### src/hw/rtl/stsl_pkg.sv
// types, token kinds and character codes of the sql token span lexer
package stsl_pkg;

    typedef enum logic [5:0] {
        MODE_IDLE   = 6'b000001,
        MODE_WORD   = 6'b000010,
        MODE_MINUS  = 6'b000100,
        MODE_POINT  = 6'b001000,
        MODE_STRING = 6'b010000,
        MODE_CMP    = 6'b100000
    } lex_mode_t;

    localparam logic [3:0] KIND_END       = 4'd0;
    localparam logic [3:0] KIND_WORD      = 4'd1;
    localparam logic [3:0] KIND_NUMBER    = 4'd2;
    localparam logic [3:0] KIND_DECIMAL   = 4'd3;
    localparam logic [3:0] KIND_STRING    = 4'd4;
    localparam logic [3:0] KIND_STAR      = 4'd5;
    localparam logic [3:0] KIND_COMMA     = 4'd6;
    localparam logic [3:0] KIND_LPAREN    = 4'd7;
    localparam logic [3:0] KIND_RPAREN    = 4'd8;
    localparam logic [3:0] KIND_SEMICOLON = 4'd9;
    localparam logic [3:0] KIND_EQUALS    = 4'd10;
    localparam logic [3:0] KIND_CMP       = 4'd11;
    localparam logic [3:0] KIND_INVALID   = 4'd12;

    localparam logic [7:0] CH_MINUS  = 8'h2D;
    localparam logic [7:0] CH_POINT  = 8'h2E;
    localparam logic [7:0] CH_UNDER  = 8'h5F;
    localparam logic [7:0] CH_GT     = 8'h3E;
    localparam logic [7:0] CH_LT     = 8'h3C;
    localparam logic [7:0] CH_EQ     = 8'h3D;
    localparam logic [7:0] CH_STAR   = 8'h2A;
    localparam logic [7:0] CH_SEMI   = 8'h3B;
    localparam logic [7:0] CH_COMMA  = 8'h2C;
    localparam logic [7:0] CH_LPAREN = 8'h28;
    localparam logic [7:0] CH_RPAREN = 8'h29;
    localparam logic [7:0] CH_QUOTE  = 8'h27;

    localparam logic [15:0] LEN_MAX = 16'hFFFF;

    typedef struct packed {
        logic [15:0] length;
        logic [15:0] start;
        logic [3:0]  kind;
    } token_t;

    // kind of a byte that forms a token on its own
    function automatic logic [3:0] symbol_kind(input logic [7:0] c);
        logic [3:0] k;
        case (c)
            CH_STAR:   k = KIND_STAR;
            CH_COMMA:  k = KIND_COMMA;
            CH_LPAREN: k = KIND_LPAREN;
            CH_RPAREN: k = KIND_RPAREN;
            CH_SEMI:   k = KIND_SEMICOLON;
            CH_EQ:     k = KIND_EQUALS;
            default:   k = KIND_INVALID;
        endcase
        return k;
    endfunction

    function automatic logic [15:0] sat_add(input logic [15:0] a, input logic [1:0] b);
        logic [16:0] s;
        s = {1'b0, a} + 17'(b);
        return s[16] ? LEN_MAX : s[15:0];
    endfunction

endpackage

### src/hw/rtl/sql_token_span_lexer.sv
// sql token span lexer: byte stream in, token spans out
//
// Takes one byte of query text per item (s_tlast marks the end of the text) and
// returns token spans of kind, start offset and length; m_tlast flags the last
// token caused by an input item, and a byte that only extends a token returns
// nothing. The lexer state is updated in the cycle an item is accepted and the
// tokens it produces (at most three) land in a small result register that drains
// one token per cycle while m_tready is high. Plain text streams at one byte per
// clock while the output is not stalled; a byte that yields several tokens holds
// s_tready low until the last of them is taken from the result register. Offsets
// count bytes since the last end item, wrap at 2^POS_BITS and are reported as
// their low 16 bits; lengths saturate at 65535.
module sql_token_span_lexer #(
    parameter int POS_BITS = 16
) (
    input  logic        aclk,
    input  logic        aresetn,
    input  logic        s_tvalid,
    output logic        s_tready,
    input  logic [7:0]  s_tdata,   // [7:0] char_code
    input  logic        s_tlast,   // end_of_text
    output logic        m_tvalid,
    input  logic        m_tready,
    output logic [39:0] m_tdata,   // [3:0] token_kind, [19:4] span_start,
                                   // [35:20] span_length, [39:36] zero
    output logic        m_tlast    // last_of_run
);

    localparam int WIDE_BITS = (POS_BITS > 16) ? POS_BITS : 16;

    function automatic logic [15:0] span16(input logic [POS_BITS-1:0] p);
        logic [WIDE_BITS-1:0] w;
        w = WIDE_BITS'(p);
        return w[15:0];
    endfunction

    stsl_pkg::lex_mode_t   mode_reg, mode_next;
    logic [POS_BITS-1:0]   pos_reg, pos_next;
    logic [POS_BITS-1:0]   tstart_reg, tstart_next;
    logic [15:0]           len_reg, len_next;
    logic                  letter_reg, letter_next;
    logic                  point_reg, point_next;

    stsl_pkg::token_t      res_reg [3];
    stsl_pkg::token_t      res_next [3];
    logic [1:0]            cnt_reg, cnt_next;
    logic [1:0]            idx_reg, idx_next;

    logic                  s_accept, m_take, last_take;
    logic [7:0]            c;
    logic                  is_alpha, is_digit, is_space;
    logic [POS_BITS-1:0]   prev_pos;
    logic [3:0]            word_kind;
    logic                  run_idle;
    logic                  slot_vld [4];
    stsl_pkg::token_t      slot_tok [4];
    logic [1:0]            n_res;

    assign c        = s_tdata;
    assign is_alpha = (c inside {[8'h41:8'h5A], [8'h61:8'h7A]});
    assign is_digit = (c inside {[8'h30:8'h39]});
    assign is_space = (c inside {8'h20, [8'h09:8'h0D]});
    assign prev_pos = pos_reg - POS_BITS'(1);
    assign word_kind = letter_reg ? stsl_pkg::KIND_WORD :
                       (point_reg ? stsl_pkg::KIND_DECIMAL : stsl_pkg::KIND_NUMBER);

    assign m_tvalid  = (idx_reg != cnt_reg);
    assign m_tlast   = ((idx_reg + 2'd1) == cnt_reg);
    assign m_take    = m_tvalid && m_tready;
    assign last_take = m_take && m_tlast;
    assign s_tready  = !m_tvalid || last_take;
    assign s_accept  = s_tvalid && s_tready;
    assign m_tdata   = {4'b0000, res_reg[idx_reg]};

    // lexer step: slot 0 closes the pending token, slot 1 a dangling point,
    // slot 2 a symbol started by this byte, slot 3 the end token
    always_comb begin
        mode_next   = mode_reg;
        pos_next    = pos_reg;
        tstart_next = tstart_reg;
        len_next    = len_reg;
        letter_next = letter_reg;
        point_next  = point_reg;
        run_idle    = 1'b0;
        for (int i = 0; i < 4; i++) begin
            slot_vld[i] = 1'b0;
        end
        slot_tok[0] = '{length: len_reg, start: span16(tstart_reg), kind: word_kind};
        slot_tok[1] = '{length: 16'd1, start: span16(prev_pos),
                        kind: stsl_pkg::KIND_INVALID};
        slot_tok[2] = '{length: 16'd1, start: span16(pos_reg),
                        kind: stsl_pkg::symbol_kind(c)};
        slot_tok[3] = '{length: 16'd0, start: span16(pos_reg),
                        kind: stsl_pkg::KIND_END};

        if (s_tlast) begin
            case (mode_reg)
                stsl_pkg::MODE_WORD: begin
                    slot_vld[0] = 1'b1;
                end
                stsl_pkg::MODE_POINT: begin
                    slot_vld[0] = 1'b1;
                    slot_vld[1] = 1'b1;
                end
                stsl_pkg::MODE_MINUS: begin
                    slot_vld[0] = 1'b1;
                    slot_tok[0] = slot_tok[1];
                end
                stsl_pkg::MODE_STRING: begin
                    slot_vld[0]      = 1'b1;
                    slot_tok[0].kind = stsl_pkg::KIND_STRING;
                end
                stsl_pkg::MODE_CMP: begin
                    slot_vld[0] = 1'b1;
                    slot_tok[0] = '{length: 16'd1, start: span16(prev_pos),
                                    kind: stsl_pkg::KIND_CMP};
                end
                default: ;
            endcase
            slot_vld[3] = 1'b1;
            pos_next    = '0;
            mode_next   = stsl_pkg::MODE_IDLE;
            letter_next = 1'b0;
            point_next  = 1'b0;
            len_next    = '0;
        end else begin
            pos_next = pos_reg + POS_BITS'(1);
            case (mode_reg)
                stsl_pkg::MODE_WORD: begin
                    if (is_alpha || is_digit || c == stsl_pkg::CH_UNDER) begin
                        len_next    = stsl_pkg::sat_add(len_reg, 2'd1);
                        letter_next = letter_reg | is_alpha;
                    end else if (c == stsl_pkg::CH_POINT && !letter_reg && !point_reg) begin
                        mode_next = stsl_pkg::MODE_POINT;
                    end else begin
                        slot_vld[0] = 1'b1;
                        run_idle    = 1'b1;
                    end
                end
                stsl_pkg::MODE_POINT: begin
                    if (is_digit) begin
                        point_next = 1'b1;
                        len_next   = stsl_pkg::sat_add(len_reg, 2'd2);
                        mode_next  = stsl_pkg::MODE_WORD;
                    end else begin
                        slot_vld[0] = 1'b1;
                        slot_vld[1] = 1'b1;
                        run_idle    = 1'b1;
                    end
                end
                stsl_pkg::MODE_MINUS: begin
                    if (is_digit) begin
                        mode_next   = stsl_pkg::MODE_WORD;
                        tstart_next = prev_pos;
                        len_next    = 16'd2;
                        letter_next = 1'b0;
                        point_next  = 1'b0;
                    end else begin
                        slot_vld[0] = 1'b1;
                        slot_tok[0] = slot_tok[1];
                        run_idle    = 1'b1;
                    end
                end
                stsl_pkg::MODE_STRING: begin
                    if (c == stsl_pkg::CH_QUOTE) begin
                        slot_vld[0]      = 1'b1;
                        slot_tok[0].kind = stsl_pkg::KIND_STRING;
                        mode_next        = stsl_pkg::MODE_IDLE;
                    end else begin
                        len_next = stsl_pkg::sat_add(len_reg, 2'd1);
                    end
                end
                stsl_pkg::MODE_CMP: begin
                    slot_vld[0] = 1'b1;
                    slot_tok[0] = '{length: 16'd1, start: span16(prev_pos),
                                    kind: stsl_pkg::KIND_CMP};
                    if (c == stsl_pkg::CH_EQ) begin
                        slot_tok[0].length = 16'd2;
                        mode_next          = stsl_pkg::MODE_IDLE;
                    end else begin
                        run_idle = 1'b1;
                    end
                end
                default: begin
                    run_idle = 1'b1;
                end
            endcase

            // a byte seen while idle, or one that ended the previous token, may start a new one
            if (run_idle) begin
                mode_next = stsl_pkg::MODE_IDLE;
                if (is_space) begin
                    mode_next = stsl_pkg::MODE_IDLE;
                end else if (is_alpha || is_digit) begin
                    mode_next   = stsl_pkg::MODE_WORD;
                    tstart_next = pos_reg;
                    len_next    = 16'd1;
                    letter_next = is_alpha;
                    point_next  = 1'b0;
                end else if (c == stsl_pkg::CH_MINUS) begin
                    mode_next = stsl_pkg::MODE_MINUS;
                end else if (c == stsl_pkg::CH_QUOTE) begin
                    mode_next   = stsl_pkg::MODE_STRING;
                    tstart_next = pos_reg + POS_BITS'(1);
                    len_next    = '0;
                end else if (c == stsl_pkg::CH_GT || c == stsl_pkg::CH_LT) begin
                    mode_next = stsl_pkg::MODE_CMP;
                end else begin
                    slot_vld[2] = 1'b1;
                end
            end
        end
    end

    // pack the valid slots into the result register in order
    always_comb begin
        n_res = 2'd0;
        for (int i = 0; i < 3; i++) begin
            res_next[i] = slot_tok[3];
        end
        for (int i = 0; i < 4; i++) begin
            if (slot_vld[i] && n_res != 2'd3) begin
                res_next[n_res] = slot_tok[i];
                n_res           = n_res + 2'd1;
            end
        end
    end

    always_comb begin
        cnt_next = cnt_reg;
        idx_next = idx_reg;
        if (s_accept) begin
            cnt_next = n_res;
            idx_next = 2'd0;
        end else if (last_take) begin
            cnt_next = 2'd0;
            idx_next = 2'd0;
        end else if (m_take) begin
            idx_next = idx_reg + 2'd1;
        end
    end

    always_ff @(posedge aclk) begin
        if (!aresetn) begin
            mode_reg   <= stsl_pkg::MODE_IDLE;
            pos_reg    <= '0;
            tstart_reg <= '0;
            len_reg    <= '0;
            letter_reg <= 1'b0;
            point_reg  <= 1'b0;
            cnt_reg    <= 2'd0;
            idx_reg    <= 2'd0;
        end else begin
            cnt_reg <= cnt_next;
            idx_reg <= idx_next;
            if (s_accept) begin
                mode_reg   <= mode_next;
                pos_reg    <= pos_next;
                tstart_reg <= tstart_next;
                len_reg    <= len_next;
                letter_reg <= letter_next;
                point_reg  <= point_next;
            end
        end
    end

    always_ff @(posedge aclk) begin
        if (s_accept) begin
            for (int i = 0; i < 3; i++) begin
                res_reg[i] <= res_next[i];
            end
        end
    end

endmodule

### config.mk
export PLATFORM = sky130hd
export DESIGN_NAME = sql_token_span_lexer
export DESIGN_NICKNAME = d
export VERILOG_FILES = /design/src/hw/rtl/stsl_pkg.sv /design/src/hw/rtl/sql_token_span_lexer.sv
export SDC_FILE = /design/constraint.sdc
export NUM_CORES = 1
export LEC_CHECK = 0
export ABC_CLOCK_PERIOD_IN_PS = 5400
export BUFFER_PORTS_ARGS = -buffer_cell sky130_fd_sc_hd__clkbuf_2
export CORE_AREA = 2 2 137 139
export DETAILED_ROUTE_END_ITERATION = 7
export DIE_AREA = 0 0 139 141
export PLACE_DENSITY = 0.67
export SLEW_MARGIN = 20
export SYNTH_ARGS = -nofsm -noshare
export SYNTH_HDL_FRONTEND = slang
export SYNTH_SLANG_ARGS = --single-unit
### constraint.sdc
create_clock -name aclk -period 5.4 [get_ports aclk]
set_clock_uncertainty 0.1 [all_clocks]
set_input_delay 0.54 -clock aclk [delete_from_list [all_inputs] [get_ports aclk]]
set_output_delay 0.54 -clock aclk [all_outputs]
set_load 0.01 [all_outputs]
Word level (Yosys, flattened, before mapping)
Memory sizes are Yosys's and may differ from the RTL's. A register that Yosys moved wholly into a read port is not among the register bits. Cells that the tools add are included.

Flip-flop bits (word level): 60. Memories: 1. RAM bits: 108. Bits of input ports: 13. Latch bits: 0. ROM bits: 0. Output and inout port bits: 43. Word-level logic and storage cells: 200.

Equality and inequality tests: 28. Div/mod/pow operators: 0. Add/subtract/negate cells: 8. Reductions and logical operators: 32. Muxes and demuxes: 103. Order comparisons: 14. Multipliers: 0. Bitwise logic cells: 6. Shifts and indexed selects: 0.

Memory list: res_reg (depth 3, width 36, read ports 1, clocked after memory_dff 1, wr ports 3, line sql_token_span_lexer.sv:44) `stsl_pkg::token_t res_reg [3];`.

Operators with widths (count): $bwmux W108 (3); $mux W108 (3); $mux W16 (20); $demux W36 S2 (3); $mux W36 (6); $eq A8 B6 Y1 const B (12); $mux W6 (12); $pmux W16 S4 (1); $pmux W32 S2 (1); $mux W1 (33); $mux W32 (1); $pmux W4 S3 (2); $pmux W4 S6 (1); $pmux W6 S4 (1); $mux W2 (11); $add A16 B1 Y17 const B (1); $add A16 B2 Y17 const B (1); $add A16 B1 Y16 const B (1); $ge A8 B7 Y1 const B (2); $le A8 B7 Y1 const B (2); $ne A4 B4 Y1 const B (4); $sub A16 B1 Y16 const B (1); $logic_and A1 B1 Y1 (15); $ge A3 B3 Y1 const B (3); other kinds (32) (51).

Depth between registers and ports, before layout
Gate-level depths: netlist of the first run.

Word-level depth: 22. Depth in mapped cells: 15. Gate-level depth less buffers: 12.

Worst setup path after synthesis of the first run
Ideal clock, no wire load.

Kind: input to register. From: input port m_tready. To: register pos_reg[10]. Path buffers: 2. Path slack: 794 ps. Setup time: 132 ps. Cell stages on the path: 10. Arrival: 4374 ps. Required time: 5168 ps. Cell sequence: nand2_1 -> or3_1 -> nand2_1 -> nand2_1 -> inv_2 -> clkbuf_1 -> clkbuf_1 -> o21ai_0 -> nand2_1 -> a21oi_1.

Cells in the longest elaborated chain, start to end: 4.

RTL lines: start, declared (line sql_token_span_lexer.sv:23) `input logic m_tready,`; $logic_and A1 B1 Y1 (line sql_token_span_lexer.sv:69) `assign m_take = m_tvalid && m_tready;`; $logic_and A1 B1 Y1 (line sql_token_span_lexer.sv:70) `assign last_take = m_take && m_tlast;`; $logic_or A1 B1 Y1 (line sql_token_span_lexer.sv:71) `assign s_tready = !m_tvalid || last_take;`; net s_tready (line sql_token_span_lexer.sv:19) `output logic s_tready,`; $logic_and A1 B1 Y1 (line sql_token_span_lexer.sv:72) `assign s_accept = s_tvalid && s_tready;`; net s_accept (line sql_token_span_lexer.sv:49) `logic s_accept, m_take, last_take;`; end signal, assigned (line sql_token_span_lexer.sv:258) `pos_reg <= pos_next;`; end, declared (line sql_token_span_lexer.sv:38) `logic [POS_BITS-1:0] pos_reg, pos_next;`.

The timed path passes the listed nets, and every way through them passes these cells. A chain may end at the register's enable or synchronous reset.

==> summary.md, run 1 <==
| Metric | Value |
|---|---|
| CP cell instances | nor2_1, nand4_1, o21bai_1, or3_1, a32oi_4, ha_1, nand2_1, nand3b_1, nor4_4, or3_1, nor3b_1, a221o_1 |
| CP Launch Type | register |
| Post-DR vias/cell | 6.16 |
| Final ANT Viol Nets | 0 |
| Fin crit share | 0.825 |
| DR pass1 iterations | 6 |
| Setup slack after layout | 0.945 ns |
| CTS tree | yes |
| Core ar. | between 15000 and 20000 um2 |
| Port bufs | 51 |
| Reg area | 3580 um2 |
| Sink Count | 140 |
| Setup TNS | 0 ns |
| CTS root buffer | clkbuf_16 |
| Post-Syn Instances | about 1100 |
| Number of fill cells | 1690 |
| Largest net degree at the start of global routing | 61 |
| Hold buffer count at CTS | 0 |
| Number of DRC markers in iteration 0 | 847 |
| CP max stage cell | or3_1 |
| Library cells used by synthesis | 78 |
| Async SR Flop Fraction | 0 |
| WS Path Type | reg2reg |
| Final Max Tran Viols | 0 |
| Commonest cells post-synth | 119 x nand2_1, 90 x o21ai_0, 87 x a21oi_1, 85 x nor2_1, 78 x edfxtp_1 |
| Vias post-DR | a little over 8000 |
| Setup crit end kind | register |
| Synth Register Bits | 140 |
| CP arrival | 4.52 ns |
| Fin nets | 1083 |
| Finish-stage setup viols | 0 |
| Highest ir drop seen on vdd | between 200 and 300 uV |
| Post-route cell area | 9760 um2 |
| Cell mode on critical path | or3_1 |
| Most numerous cell in the Yosys netlist | nand2_1 |
| Initial antenna violation count | 0 |
| Starting Density | 0.486 |
| Placement Cell Area | 9170 um2 |
| Area grow syn2layout | 10.0% |
| First-pass GRT wire length | between 30 and 40 mm |
| Mapped Area | ~8900 um2 |
| Largest cells by area after synthesis | edfxtp_1 26%, dfxtp_1 14%, o21ai_0 5.1%, nand2_1 5.0%, a21oi_1 4.9% |
| Area occupied by multi-input gates | 4880 um2 |
| Final core utilization | 0.534 |
| Final hold vios | 0 |
| Chip height | about 140 um |
| # rows | 50 |
| Yosys top cell by area | edfxtp_1 |
| Worst-Skew Late Latency | 0.42 ns |
| Area share of the largest cell type after synthesis | 0.264 |
| WP buf/inv | 0 |
| # diodes | 0 |
| Synth warn | 0 |
| Post-cts repair resize count | 0 |
| Reg clk slew, reported paths | 0.06 ns |
| Layout cells sized above 1 | 0.113 |
| Worst endpoint required time | about 5.5 ns |
| Most used flip-flop cell after synthesis | edfxtp_1 |
| Worst slew margin | 0.262 |
| Syn avg cell area | approximately 8.3 um2 |
| DRC errors left | 0 |
| HP Class | reg2reg |
| Count of flip-flops with a built-in enable after synthesis | 78 |
| Setup Fix Bufs, Post-CTS | 0 |
| Min cycle time layout | 4.45 ns |
| Leakage | 3.40 nW |
| Worst path top cell family by delay | simple AND/OR/NAND/NOR gates |
| Worst Tran Pin Value | 1.10 ns |
| Pwr/cell area | 311 nW/um2 |
| Max incr delay on CP | 0.64 ns |
| Htree depth | 4 |
| Max reg flops | 78 |
| Ports | 56 |
| Die area | 19600 um2 |
| Setup WS pre-CTS | 0.506 ns |
| CTS Buf Count | 17 |
| Hpwl dp | ~16 mm |
| Number of global-route vias before repair | 7531 |
| Worst-case clock buffer depth | 2 |
| DRT Wirelength | 24.2 mm |
| CP max FO | 15 |
| Max Cap Violations | 0 |
| Fmax | 224 MHz |
| Sequential-to-total area share from yosys stat | 0.404 |
| All-Layer GR Usage | 0.245 |
| RSZ-0062 raised after global routing | false |
| Die Wd | 139 um |
| Outcome | finished clean |
| Routability cong. | between 0.9 and 1 |
| Total grt overflow | 0 |
| Routed WL per cell | 18.5 um |
==> layout make-up <==
| cell class | instances | area share |
|---|---|---|
| multi-input cells | 823 | 0.500 |
| inverters | 14 | 0.00551 |
| clock inverters | 13 | 0.0142 |
| clock buffers | 19 | 0.0454 |
| flip-flops and latches | 140 | 0.367 |
| repair buffers | 66 | 0.0377 |
| well taps | 234 | 0.0300 |
==> power by group <==
part	switching, mW	total, mW	internal, mW	leakage [nW]
clock	0.468	1.16	0.694	0.286
sequential	0.0456	1.32	1.27	1.28
combinational	0.380	0.561	0.182	1.84
total	0.893	3.04	2.15	3.40
==> worst min-delay path, delay by kind of cell (launching register included) <==
family,cells,cell delay [ns]
AO/OA/AOI/OAI,1,0.05
flip-flops,1,0.31
AND/OR/NAND/NOR,1,0.05
==> cell usage in the layout (no fill, tap or decap), drive strengths merged, types with 6 or more instances in the layout <==
cell type / instances
nand2: 119
o21ai: 113
a21oi: 88
nor2: 86
edfxtp: 78
clkbuf: 70
dfxtp: 62
nor3: 52
nand3: 31
and3: 29
xnor2: 24
and2: 23
mux2i: 22
a31oi: 21
a221o: 16
a211oi: 16
inv: 16
or3: 15
buf: 15
nand2b: 11
nor3b: 11
xor2: 9
or4: 8
nand3b: 8
a221oi: 8
clkinv: 8
ha: 7
o22ai: 7
or2: 7
nor4: 7
o211ai: 6
nor2b: 6
==> cells by family (layout without fill, tap and decap cells) <==
logic type               count (synthesis)  in the layout  synth area share
AO/OA/AOI/OAI                          318            318             0.222
XOR/XNOR                                33             33            0.0326
adder cells (fa/ha/maj)                  8              8            0.0121
buffers and inverters                  106            112            0.0497
flip-flops                             140            140             0.404
multiplexers                            25             25            0.0286
other                                    1              4          0.000423
AND/OR/NAND/NOR                        435            435             0.250
==> routing by layer <==
layer  vias up  global-route usage  routed length, um
met5         -                   0                  0
met4         0              0.0829                410
met3        35              0.0292               1410
met2       298               0.399              11100
met1      3812               0.341              11200
li1       3918                   -                  -
==> stage by stage <==
stage	std cells	total power, mW	hold slack (ns)
2_1_floorplan	1069	1.71	0.303
4_1_cts	1309	3.05	0.366
3_3_place_gp	1277	1.89	0.346
5_1_grt	1309	3.16	0.386
6_report	1309	3.04	0.370
3_5_place_dp	1277	1.90	0.358
==> path summary, 6_finish.rpt <==
check                 from            end  slack (ns)  cells past startpoint
max reg2reg    mode_reg[4]  res_reg[0][6]        0.95                     12
min reg2reg  tstart_reg[9]  tstart_reg[9]        0.37                      2
min          tstart_reg[9]  tstart_reg[9]        0.37                      2
max            mode_reg[4]  res_reg[0][6]        0.95                     12
Note: power is estimated with default switching activity, not from simulation.
==> inputs of run 2 (changes only) <==
ABC_AREA = 1   (was not set)
ABC_CLOCK_PERIOD_IN_PS = 4270   (was 5400)
CORE_AREA = 2 2 141 143   (was 2 2 137 139)
DIE_AREA = 0 0 143 145   (was 0 0 139 141)
clock period = 4.27 ns   (was 5.4 ns; I/O delays follow)
==> summary.md, run 2 <==
| Metric | Value |
|---|---|
| Outcome | finished clean (unchanged) |
| Port bufs | 51 (unchanged) |
| Sw Pwr | 1.16 mW (was 893 uW) |
| Hold Startpoint | m_tready (was tstart_reg[9]) |
| Worst-Skew Late Latency | 0.43 ns (was 0.42 ns) |
| Chip height | 145 um (was 141 um) |
| Setup TNS | 0 ns (unchanged) |
| All-Layer GR Usage | 0.277 (was 0.245) |
| Fin nets | 1412 (was 1083) |
| Area grow syn2layout | 11.0% (was 10.0%) |
| Number of DRC markers in iteration 0 | 943 (was 847) |
| Pwr/cell area | 357 nW/um2 (was 311 nW/um2) |
| Synth Register Bits | 140 (unchanged) |
| Hold buffer count at CTS | 0 (unchanged) |
| Async SR Flop Fraction | 0 (unchanged) |
| Finish-stage setup viols | 0 (unchanged) |
| CTS tree | yes (unchanged) |
| Hpwl dp | 20.1 mm (was 15.8 mm) |
| Cell mode on critical path | nand2_1 (was or3_1) |
| # rows | 51 (was 50) |
| CP cell instances | nor2_2, nand2_2, nor2_4, inv_2, nor2_1, nor3_1, nand3_1, nand2_2, inv_1, buf_4, ha_1, nand2_1, nand4_4, nor2_1, nor2_2, nand2_1, nand2_1, nand2_1 (was nor2_1, nand4_1, o21bai_1, or3_1, a32oi_4, ha_1, nand2_1, nand3b_1, nor4_4, or3_1, nor3b_1, a221o_1) |
| Cells after DPL | 1637 (was 1277) |
| Sw Share | 0.309 (was 0.294) |
| Final ANT Viol Nets | 0 (unchanged) |
| Fin crit share | 0.863 (was 0.825) |
| Fin cells | 1669 (was 1309) |
| Max Cap Violations | 0 (unchanged) |
| Worst hold slack | 0.194 ns (was 0.370 ns) |
| CTS root buffer | clkbuf_16 (unchanged) |
| Setup slack after layout | 0.586 ns (was 0.945 ns) |
| Starting Density | 0.491 (was 0.486) |
| Number of global-route vias before repair | 8517 (was 7531) |
| Final hold vios | 0 (unchanged) |
| Most numerous cell in the Yosys netlist | nand2_1 (unchanged) |
| Max reg flops | 78 (unchanged) |
| Core ar. | 19200 um2 (was 18300 um2) |
| CP arrival | 3.77 ns (was 4.52 ns) |
| Ports | 56 (unchanged) |
| Worst Setup SP | mode_reg[0] (was mode_reg[4]) |
| Post-DR vias/cell | 5.50 (was 6.16) |
| WS Path Type | reg2reg (unchanged) |
| Worst endpoint required time | 4.35 ns (was 5.47 ns) |
| CTS Buf Count | 17 (unchanged) |
| Most used flip-flop cell after synthesis | edfxtp_1 (unchanged) |
| Sequential-to-total area share from yosys stat | 0.380 (was 0.404) |
| DR pass1 iterations | 5 (was 6) |
| Sink Count | 140 (unchanged) |
| Highest ir drop seen on vdd | 282 uV (was 252 uV) |
| Synth warn | 0 (unchanged) |
| Setup slack, reg-to-reg | 0.59 ns (was 0.95 ns) |
| Commonest non-fill, non-tap cell in the layout | nand2_1 (unchanged) |
| Die area | 20700 um2 (was 19600 um2) |
| Routed WL per cell | 16.9 um (was 18.5 um) |
| Reg clk slew, reported paths | 0.07 ns (was 0.06 ns) |
| CP max FO | 16 (was 15) |
| Total grt overflow | 0 (unchanged) |
| HP Class | in2reg (was reg2reg) |
| Worst reg2reg path depth | 18 (was 12) |
| # diodes | 0 (unchanged) |
| Layout cells sized above 1 | 0.115 (was 0.113) |
| Post-cts repair resize count | 0 (unchanged) |
| R2r startpoint | mode_reg[0] (was mode_reg[4]) |
| Clock network fraction of design power | 0.405 (was 0.382) |
| RSZ-0062 raised after global routing | false (unchanged) |
| RR Endpoint | res_reg[1][4] (was res_reg[0][6]) |
| Routability cong. | 0.957 (was 0.929) |
| Worst slew margin | 0.498 (was 0.262) |
| Worst setup path end | res_reg[1][4] (was res_reg[0][6]) |
| Fmax | 271 MHz (was 224 MHz) |
| Area share of the largest cell type after synthesis | 0.248 (was 0.264) |
| Min cycle time layout | 3.68 ns (was 4.45 ns) |
| Syn avg cell area | 6.92 um2 (was 8.32 um2) |
| Final core utilization | 0.545 (was 0.534) |
| Reg area | 3580 um2 (unchanged) |
| Setup Fix Bufs, Post-CTS | 0 (unchanged) |
| Area occupied by multi-input gates | 4970 um2 (was 4880 um2) |
| DRT Wirelength | 28.2 mm (was 24.2 mm) |
| Commonest cells after routing, fill and taps aside | 381 x nand2_1, 158 x nor2_1, 134 x inv_1, 98 x nand3_1, 87 x o21ai_0 (was 119 x nand2_1, 90 x o21ai_0, 87 x a21oi_1, 85 x nor2_1, 78 x edfxtp_1) |
| CP max stage cell | nor2_2 (was or3_1) |
| Die Wd | 143 um (was 139 um) |
| Library cells used by synthesis | 54 (was 78) |
| Max incr delay on CP | 0.54 ns (was 0.64 ns) |
| Mapped Area | 9440 um2 (was 8870 um2) |
| Vias post-DR | 9175 (was 8063) |
| Count of flip-flops with a built-in enable after synthesis | 78 (unchanged) |
| Leakage | 4.58 nW (was 3.40 nW) |
| Initial antenna violation count | 0 (unchanged) |
| Part of the power in registers | 0.431 (was 0.433) |
| Setup WS pre-CTS | 0.386 ns (was 0.506 ns) |
| Number of fill cells | 1936 (was 1690) |
| Post-Syn Instances | 1364 (was 1066) |
| First-pass GRT wire length | 45.4 mm (was 39.2 mm) |
| Final Max Tran Viols | 0 (unchanged) |
| CP Launch Type | register (unchanged) |
| Yosys top cell by area | edfxtp_1 (unchanged) |
| Combinational share of power | 0.163 (was 0.185) |
| Worst-case clock buffer depth | 2 (unchanged) |
| DRC errors left | 0 (unchanged) |
| Htree depth | 4 (unchanged) |
| Number of cells on the worst hold path | 3 (was 2) |
| Largest net degree at the start of global routing | 84 (was 61) |
| Setup crit end kind | register (unchanged) |
| Commonest cells post-synth | 381 x nand2_1, 158 x nor2_1, 135 x inv_1, 98 x nand3_1, 87 x o21ai_0 (was 119 x nand2_1, 90 x o21ai_0, 87 x a21oi_1, 85 x nor2_1, 78 x edfxtp_1) |
| Largest cells by area after synthesis | edfxtp_1 25%, nand2_1 15%, dfxtp_1 13%, nor2_1 6.3%, inv_1 5.4% (was edfxtp_1 26%, dfxtp_1 14%, o21ai_0 5.1%, nand2_1 5.0%, a21oi_1 4.9%) |
| Worst Tran Pin Value | 0.752 ns (was 1.10 ns) |
| Int Pwr | 2.58 mW (was 2.15 mW) |
==> run 2: cell count changes in the layout (fill, tap and decap cells not counted), sizes merged, moves of 15 or more <==
cell	delta
a211oi	-15
a221o	-16
and2	-22
and3	-27
inv	+139
mux2i	-22
nand2	+275
nand3	+73
nor2	+88
nor3	-27
o21ai	-21
or3	-15
xnor2	-20
xor2	+28
==> run 2: worst max-delay path, delay by kind of cell, from the launching register on <==
family / cells / cell delay [ns]
AND/OR/NAND/NOR: 14 / 2.34
buffers and inverters: 3 / 0.46
flip-flops: 1 / 0.33
adder cells (fa/ha/maj): 1 / 0.22
==> run 2: worst min path at each step <==
| stage | end | slack [ns] |
|---|---|---|
| after floorplan | res_reg[2][12] | 0.30 |
| after global placement | mode_reg[2] | 0.37 |
| after detailed placement | mode_reg[2] | 0.37 |
| after CTS | register | 0.18 |
| after global routing | register | 0.23 |
| final | register | 0.19 |
==> run 2: area by class of cell <==
class / count / share of cell area
clock buffers: 17 / 0.0406
repair buffers: 72 / 0.0413
flip-flops and latches: 140 / 0.342
multi-input cells: 1010 / 0.475
clock inverters: 15 / 0.0159
well taps: 265 / 0.0316
inverters: 150 / 0.0537
==> run 2: per-stage QoR <==
stage	power, mW	instance area (um2)
2_1_floorplan	2.03	9450
3_3_place_gp	2.24	9870
3_5_place_dp	2.25	9880
4_1_cts	3.76	10500
5_1_grt	3.90	10500
6_report	3.74	10500
==> run 2: routing by layer <==
layer	part of all wire	routed length (um)	up-vias	global-route usage
li1	-	-	4540	-
met1	0.46	12900	4227	0.408
met2	0.45	12700	359	0.418
met3	0.075	2100	49	0.0442
met4	0.018	508	0	0.0787
met5	0	0	-	0
==> run 2: cell families after synthesis <==
kind of cell,after synthesis,share of synthesized area
AO/OA/AOI/OAI,233,0.143
XOR/XNOR,41,0.0381
adder cells (fa/ha/maj),8,0.0114
buffers and inverters,217,0.0943
flip-flops,140,0.380
other,1,0.000397
AND/OR/NAND/NOR,724,0.333
==> run 2: power by group through the flow <==
stage | Clock [mW] | Sequential (mW) | Combinational, mW
finish | 1.52 | 1.61 | 0.612
CTS | 1.53 | 1.61 | 0.611
detailed placement | 0 | 1.64 | 0.608
floorplan | 0 | 1.64 | 0.396
global route | 1.59 | 1.63 | 0.677
global placement | 0 | 1.64 | 0.600
